$ cat config.mk
export PLATFORM = sky130hd
export DESIGN_NAME = lwts_ctrl
export DESIGN_NICKNAME = d
export VERILOG_FILES = /design/src/sv/lwts_pkg.sv /design/src/sv/lwts_ctrl.sv
export SDC_FILE = /design/constraint.sdc
export NUM_CORES = 1
export LEC_CHECK = 0
export BUFFER_PORTS_ARGS = -buffer_cell sky130_fd_sc_hd__buf_2
export CORE_UTILIZATION = 60
export DETAILED_ROUTE_END_ITERATION = 8
export MAX_ROUTING_LAYER = met4
export PLACE_DENSITY = 0.84
export SYNTH_ARGS = -nofsm -noshare
export SYNTH_HDL_FRONTEND = slang
export SYNTH_SLANG_ARGS = --single-unit
$ cat constraint.sdc
create_clock -name clock -period 7.1 [get_ports clock]
set_input_delay 1.065 -clock clock [delete_from_list [all_inputs] [get_ports clock]]
set_output_delay 1.065 -clock clock [all_outputs]
set_load 0.02 [all_outputs]
$ cat src/sv/lwts_pkg.sv
// Package for the longest window with target sum block.
// Holds field widths and the sequencer state type; it depends on nothing else.
package lwts_pkg;

   localparam int unsigned MAX_LEN_DEFAULT = 1024;
   localparam int unsigned VALUE_W         = 16;
   localparam int unsigned TARGET_W        = 26;
   localparam int unsigned SUM_W           = TARGET_W + 1;
   localparam int unsigned BEST_W          = 11;
   localparam int unsigned BEST_MAX        = 2047;
   localparam int unsigned REQ_TDATA_W     = 16;
   localparam int unsigned RSP_TDATA_W     = 16;

   typedef enum logic [1:0] {
      ST_IDLE,
      ST_CHECK,
      ST_SUB
   } seq_state_type;

endpackage

$ cat src/sv/lwts_ctrl.sv
// Sequencer and window datapath: window sum, bounds, best length and result register.
// Uses lwts_pkg; drives the ports of lwts_store.
module lwts_ctrl #(
   parameter int unsigned MAX_LEN = lwts_pkg::MAX_LEN_DEFAULT,
   parameter int unsigned AW      = $clog2(MAX_LEN),
   parameter int unsigned CW      = $clog2(MAX_LEN + 1)
) (
   input  logic                          clock,
   input  logic                          reset,
   input  logic                          csr_wr_en,
   input  logic [lwts_pkg::TARGET_W-1:0] csr_wr_data,
   input  logic                          req_tvalid,
   output logic                          req_tready,
   input  logic [lwts_pkg::VALUE_W-1:0]  req_value,
   input  logic                          req_tlast,
   output logic                          rsp_tvalid,
   input  logic                          rsp_tready,
   output logic [lwts_pkg::BEST_W-1:0]   rsp_best,
   output logic                          rsp_ovf,
   output logic                          mem_wr_en,
   output logic [AW-1:0]                 mem_wr_addr,
   output logic [lwts_pkg::VALUE_W-1:0]  mem_wr_data,
   output logic                          mem_rd_en,
   output logic [AW-1:0]                 mem_rd_addr,
   input  logic [lwts_pkg::VALUE_W-1:0]  mem_rd_data
);
   import lwts_pkg::*;

   localparam int unsigned XW = CW + BEST_W;

   seq_state_type       state_ff, state_in;
   logic [TARGET_W-1:0] target_ff, target_in;
   logic [SUM_W-1:0]    sum_ff, sum_in;
   logic [CW-1:0]       start_ff, start_in;
   logic [CW-1:0]       end_ff, end_in;
   logic [CW-1:0]       best_ff, best_in;
   logic                ovf_ff, ovf_in;
   logic                last_ff, last_in;
   logic                rsp_valid_ff, rsp_valid_in;
   logic [BEST_W-1:0]   rsp_best_ff, rsp_best_in;
   logic                rsp_ovf_ff, rsp_ovf_in;

   logic [CW-1:0]       win_len;
   logic [CW-1:0]       best_next;
   logic [XW-1:0]       best_wide;
   logic                shrink;

   always_ff @(posedge clock) begin
      if (reset) begin
         state_ff     <= ST_IDLE;
         target_ff    <= '0;
         sum_ff       <= '0;
         start_ff     <= '0;
         end_ff       <= '0;
         best_ff      <= '0;
         ovf_ff       <= 1'b0;
         last_ff      <= 1'b0;
         rsp_valid_ff <= 1'b0;
      end else begin
         state_ff     <= state_in;
         target_ff    <= target_in;
         sum_ff       <= sum_in;
         start_ff     <= start_in;
         end_ff       <= end_in;
         best_ff      <= best_in;
         ovf_ff       <= ovf_in;
         last_ff      <= last_in;
         rsp_valid_ff <= rsp_valid_in;
      end
      rsp_best_ff <= rsp_best_in;
      rsp_ovf_ff  <= rsp_ovf_in;
   end

   always_comb begin
      state_in     = state_ff;
      target_in    = csr_wr_en ? csr_wr_data : target_ff;
      sum_in       = sum_ff;
      start_in     = start_ff;
      end_in       = end_ff;
      best_in      = best_ff;
      ovf_in       = ovf_ff;
      last_in      = last_ff;
      rsp_valid_in = rsp_valid_ff && !rsp_tready;
      rsp_best_in  = rsp_best_ff;
      rsp_ovf_in   = rsp_ovf_ff;
      req_tready   = 1'b0;
      mem_wr_en    = 1'b0;
      mem_wr_addr  = end_ff[AW-1:0];
      mem_wr_data  = req_value;
      mem_rd_en    = 1'b0;
      mem_rd_addr  = start_ff[AW-1:0];

      win_len   = end_ff - start_ff;
      shrink    = (sum_ff > {1'b0, target_ff}) && (start_ff < end_ff);
      best_next = ((sum_ff == {1'b0, target_ff}) && (win_len > best_ff)) ? win_len : best_ff;
      best_wide = XW'(best_next);

      case (state_ff)
         ST_IDLE: begin
            req_tready = 1'b1;
            if (req_tvalid) begin
               last_in  = req_tlast;
               state_in = ST_CHECK;
               if (end_ff == CW'(MAX_LEN)) begin
                  ovf_in = 1'b1;
               end else begin
                  mem_wr_en = 1'b1;
                  end_in    = end_ff + CW'(1);
                  sum_in    = sum_ff + SUM_W'(req_value);
               end
            end
         end
         ST_CHECK: begin
            if (shrink) begin
               mem_rd_en = 1'b1;
               state_in  = ST_SUB;
            end else begin
               best_in = best_next;
               if (!last_ff) begin
                  state_in = ST_IDLE;
               end else if (!rsp_valid_ff || rsp_tready) begin
                  rsp_valid_in = 1'b1;
                  rsp_best_in  = (best_wide > XW'(BEST_MAX)) ? BEST_W'(BEST_MAX)
                                                             : best_wide[BEST_W-1:0];
                  rsp_ovf_in   = ovf_ff;
                  sum_in       = '0;
                  start_in     = '0;
                  end_in       = '0;
                  best_in      = '0;
                  ovf_in       = 1'b0;
                  last_in      = 1'b0;
                  state_in     = ST_IDLE;
               end
            end
         end
         ST_SUB: begin
            sum_in   = sum_ff - SUM_W'(mem_rd_data);
            start_in = start_ff + CW'(1);
            state_in = ST_CHECK;
         end
         default: begin
            state_in = ST_IDLE;
         end
      endcase
   end

   assign rsp_tvalid = rsp_valid_ff;
   assign rsp_best   = rsp_best_ff;
   assign rsp_ovf    = rsp_ovf_ff;

endmodule

Word level (Yosys, flattened, before mapping)
Index checks and enable logic that the tools add are counted.
- equality and inequality tests: 11
- bitwise gates (word level): 1
- mux-type cells: 42
- $lt $le $gt $ge: 3
- reduce and logical (&&, ||, !) cells: 18
- add/sub/neg operators: 5
- operators with widths (kind ; count):
    27-bit 2-to-1 mux ; 5
    11-bit 2-to-1 mux ; 8
    27-bit one-hot mux with 3 select lines ; 1
    11-bit one-hot mux with 2 select lines ; 2
    27-bit by 16-bit adder with 27-bit output ; 1
    27-bit by 26-bit == test with 1-bit output ; 1
    27-bit by 26-bit greater-than comparator with 1-bit output ; 1
    27-bit by 16-bit subtractor with 27-bit output ; 1
    11-bit by 1-bit adder with 11-bit output (second input constant) ; 2
    1-bit 2-to-1 mux ; 19
    6-bit AND reduction ; 3
    2-bit inequality test (second input constant) ; 6
    11-bit == test (second input constant) ; 1
    11-bit greater-than comparator ; 1
    11-bit < comparator ; 1
    11-bit subtractor ; 1
    2-bit 2-to-1 mux ; 4
    4-bit AND reduction ; 2
    2-bit one-hot mux with 3 select lines ; 1
    4-bit inequality test (second input constant) ; 1
    1-bit one-hot mux with 2 select lines ; 2
    2-bit AND reduction ; 2
    2-bit nonzero test ; 2
    1-bit logical AND ; 3
    8 further kinds ; 9
- input port bits: 64
- flip-flop bits (word level): 103
- output and inout bits: 52
- logic and storage cells: 91

Depth between registers and ports, before layout
- depth in word-level cells: 6
- gate-level depth with buffers: 22
- gate-level depth less buffers: 21

Worst setup path after synthesis
No wires, ideal clock.
- path type: input port to flip-flop
- start: input req_value[3] (netlist name)
- end: register sum_ff[26]
- stages: 16
- arrival: 4.355 ns
- buffers on the path: 0
- setup time: 0.133 ns
- data required time: 6.967 ns
- setup slack: 2.612 ns
- path through: nor3_1 nand2_1 o41ai_1 o21ai_0 nand2_1 o21ai_0 ha_1 a21o_1 a221oi_1 nand3_1 a2111o_1 a311oi_2 nor2_1 a211oi_1 and4_1 nor4_2
- longest elaborated chain between the ends: 4
- RTL lines (element ; line ; RTL):
    start, declared ; lwts_ctrl.sv:14 ; input logic [lwts_pkg::VALUE_W-1:0] req_value,
    27-bit by 16-bit adder with 27-bit output ; lwts_ctrl.sv:109 ; sum_in = sum_ff + SUM_W'(req_value);
    27-bit 2-to-1 mux ; lwts_ctrl.sv:104 ; if (end_ff == CW'(MAX_LEN)) begin
    27-bit 2-to-1 mux ; lwts_ctrl.sv:101 ; if (req_tvalid) begin
    27-bit one-hot mux with 3 select lines ; lwts_ctrl.sv:98 ; case (state_ff)
    end signal, assigned ; lwts_ctrl.sv:62 ; sum_ff <= sum_in;
    end, declared ; lwts_ctrl.sv:33 ; logic [SUM_W-1:0] sum_ff, sum_in;
No other way between the ends. The select of a mux whose other input is x is not followed.
A chain may end at the register's enable or synchronous reset.

Final worst setup path
Ends and elaborated chain as after synthesis.

==> results.py <==
metrics = {
    "setup_path": {
        "slowest_stage": "a2111o_1",
        "critPathBufInv": 1,
        "required_ns": 7.30,
        "reg2reg_slack_ns": 2.58,
        "rr_startpoint": "start_ff[0]$_SDFFE_PP0P_",
        "path_cells": "buf_2 -> nor3_1 -> nand3_1 -> nor3_1 -> xor2_1 -> nand2_1 -> o21ai_0 -> ha_1 -> and3_1 -> a221oi_1 -> nand3_1 -> a2111o_1 -> a311oi_2 -> nor2_1 -> a211oi_1 -> and4_1 -> nor4_2",
        "r2r-end": "best_ff[1]$_SDFFE_PP0P_",
        "worstSetupPathType": "input pin to flop",
        "crit_family": "simple AND/OR/NAND/NOR gates",
        "critPathArrivalTime_ns": 5.15,
        "crit_path_end_kind": "flop",
        "crit_path_max_fanout": 11,
        "worst-r2r-cell-count": 18,
        "slowest_delay_ns": 0.44,
        "startpoint_type": "input pin",
    },
    "detailed_routing": {
        "drt-initial-drc-count": 464,
        "ant_nets": 0,
        "drcViolationCount": 0,
        "dr.pass1.iters": 6,
        "via_count": 6580,
        "routed_wl_um": 16900,
        "via_per_inst": 5.94,
        "wl_per_cell_um": 15.3,
    },
    "timing": {
        "tightestPinTransition_ns": 1.22,
        "fmax_mhz": 202,
        "setup_tns_ns": 0,
        "setup_viol": 0,
        "max_slew_margin": 0.180,
        "post-route-period-util": 0.696,
        "slew_violations": 0,
        "fin_crit_ns": 4.94,
        "holdWs_ns": 0.485,
        "finClkSkew_ns": 0.00580,
        "final_hold_viol_count": 0,
        "rsz0062_at_grt": "no",
    },
    "global_route": {
        "grt-ovfl-total": 0,
        "grt_pass1_wl_um": 27900,
        "first_global_vias": 5933,
        "antenna_found_initial": 0,
        "track_usage": 0.276,
        "grt_max_degree": 74,
    },
    "finish": {
        "areaGrowthSynthToFinish_pct": 9.86,
        "final_common_cell": "buf_2",
        "drive_above_1_share": 0.163,
        "diodes": 0,
        "nNetsFinal": 1100,
        "layout_common_cells": "buf_2 (115), nor2_1 (100), dfxtp_1 (91)",
        "nFillCells": 982,
    },
    "die": {
        "rows": 40,
        "boundaryPins": 116,
        "core-area_mm2": 0.0120,
        "start_util": 0.617,
        "dieWidth_um": 113,
        "die_h_um": 113,
        "die_area_mm2": 0.0128,
    },
    "worst_hold_path": {
        "whs_path_depth": 0,
        "min_path_type": "flop to flop",
        "min_to": "rsp_ovf$_DFFE_PP_",
        "hold_start": "ovf_ff$_SDFFE_PP0P_",
    },
    "synth": {
        "synthArstFlopShare": 0,
        "syn_avg_cell_area_um2": 8.31,
        "synth-edff-count": 12,
        "netlist_area_mm2": 0.00741,
        "syn_inst": 892,
        "yosys_most_used_dff": "dfxtp_1",
        "synth_seq_cells": 103,
        "synth_nets": 1036,
        "synthDistinctLibCells": 68,
        "ys_seq_area_frac": 0.294,
        "yosys_warnings": 0,
    },
    "clocking": {
        "clock-sinks": 103,
        "cts_tree": "yes",
        "cts_max_level": 3,
        "clk_pin_slew_ns": 0.07,
        "post_cts_resize_count": 0,
        "cts_hold_buf": 0,
        "clkLatencyLatePin_ns": 0.35,
        "clock_path_buffers": 2,
        "cts_setup_buffers": 0,
        "root_buffer": "clkbuf_16",
        "cts_buffers": 9,
    },
    "power_and_ir_drop": {
        "total_power_mw": 1.50,
        "peakVddDrop_v": 0.0000991,
        "leakage_nw": 3.74,
        "power-per-cell-area_mw_per_mm2": 184,
    },
    "placement": {
        "dp_hpwl_um": 12800,
        "place_congestion": 0.934,
        "portBuffers": 115,
    },
    "flow_run": {
        "cap_viol_max_count": 0,
    },
    "status": {
        "status": "completed",
    },
}
==> through the flow <==
step                std cells  setup WS (ns)   util  cell area, um^2
floorplan                 892           2.61      -             7410
global placement         1092           2.06  0.651             7820
detailed placement       1092           1.90  0.651             7820
CTS                      1108           2.21  0.678             8140
global route             1108           1.71  0.678             8140
finish                   1108           2.16  0.678             8140
==> cell type report <==
class	count	area (um^2)	area share
clock buffers	9	225	0.0277
clock inverters	7	96.3	0.0118
inverters	61	229	0.0281
multi-input cells	660	4600	0.566
flip-flops and latches	103	2180	0.268
well taps	147	184	0.0226
repair buffers	121	621	0.0762
==> per-layer routing <==
| layer | wire length [um] | vias to the layer above | track usage |
|---|---|---|---|
| li1 | - | 3288 | - |
| met1 | 7700 | 3043 | 0.349 |
| met2 | 8070 | 218 | 0.464 |
| met3 | 825 | 31 | 0.0225 |
| met4 | 339 | 0 | 0.0982 |
| met5 | 0 | - | - |
==> logic make-up after synthesis <==
kind of cell	synth area share
XOR/XNOR	0.0520
buffers and inverters	0.0849
AND/OR/NAND/NOR	0.187
multiplexers	0.0517
adder cells (fa/ha/maj)	0.137
flip-flops	0.294
AO/OA/AOI/OAI	0.192
==> state kept, by name, indices dropped and copies added (netlist names), 2 cells and up <==
name / flops
sum_ff: 27
target_ff: 26
best_ff: 11
end_ff: 11
rsp_best: 11
start_ff: 11
state_ff: 2
==> synthesized netlist by cell type, drive strengths merged, types with 4 or more instances <==
cell / n / area (um^2)
a21o: 23 / 173
a21oi: 58 / 290
a22o: 6 / 52.6
a22oi: 16 / 120
a31oi: 10 / 68.8
and2: 5 / 31.3
and3: 10 / 62.6
buf: 46 / 318
clkbuf: 22 / 82.6
dfxtp: 91 / 1820
edfxtp: 12 / 360
ha: 78 / 976
inv: 61 / 229
mux2: 10 / 113
mux2i: 27 / 270
nand2: 44 / 165
nand2b: 14 / 90.1
nand3: 18 / 90.1
nand3b: 6 / 45.0
nand4: 10 / 62.6
nand4b: 4 / 35.0
nor2: 100 / 375
nor2b: 14 / 87.6
nor3: 30 / 150
nor4: 11 / 90.1
o21a: 7 / 52.6
o21ai: 53 / 265
o21bai: 4 / 30.0
o31ai: 10 / 88.8
or3: 6 / 37.5
xnor2: 23 / 201
xor2: 21 / 184
==> worst max path at each step <==
stage	start	to	slack, ns	depth (start not counted)
3_3_place_gp	req_value[3]	sum_ff[26]$_SDFFE_PP0P_	2.06	17
2_1_floorplan	req_value[3]	sum_ff[26]$_SDFFE_PP0P_	2.61	16
6_report	req_value[3]	sum_ff[26]$_SDFFE_PP0P_	2.16	17
4_1_cts	req_value[3]	sum_ff[26]$_SDFFE_PP0P_	2.21	17
3_5_place_dp	req_value[3]	sum_ff[26]$_SDFFE_PP0P_	1.90	17
5_1_grt	req_value[3]	sum_ff[26]$_SDFFE_PP0P_	1.71	17
==> where the power goes <==
| part | total [mW] | internal, mW | switching [mW] |
|---|---|---|---|
| Combinational | 0.323 | 0.137 | 0.186 |
| Sequential | 0.632 | 0.611 | 0.0215 |
| Clock | 0.540 | 0.310 | 0.230 |
| Total | 1.50 | 1.06 | 0.438 |
Note: power is estimated with default switching activity, not from simulation.
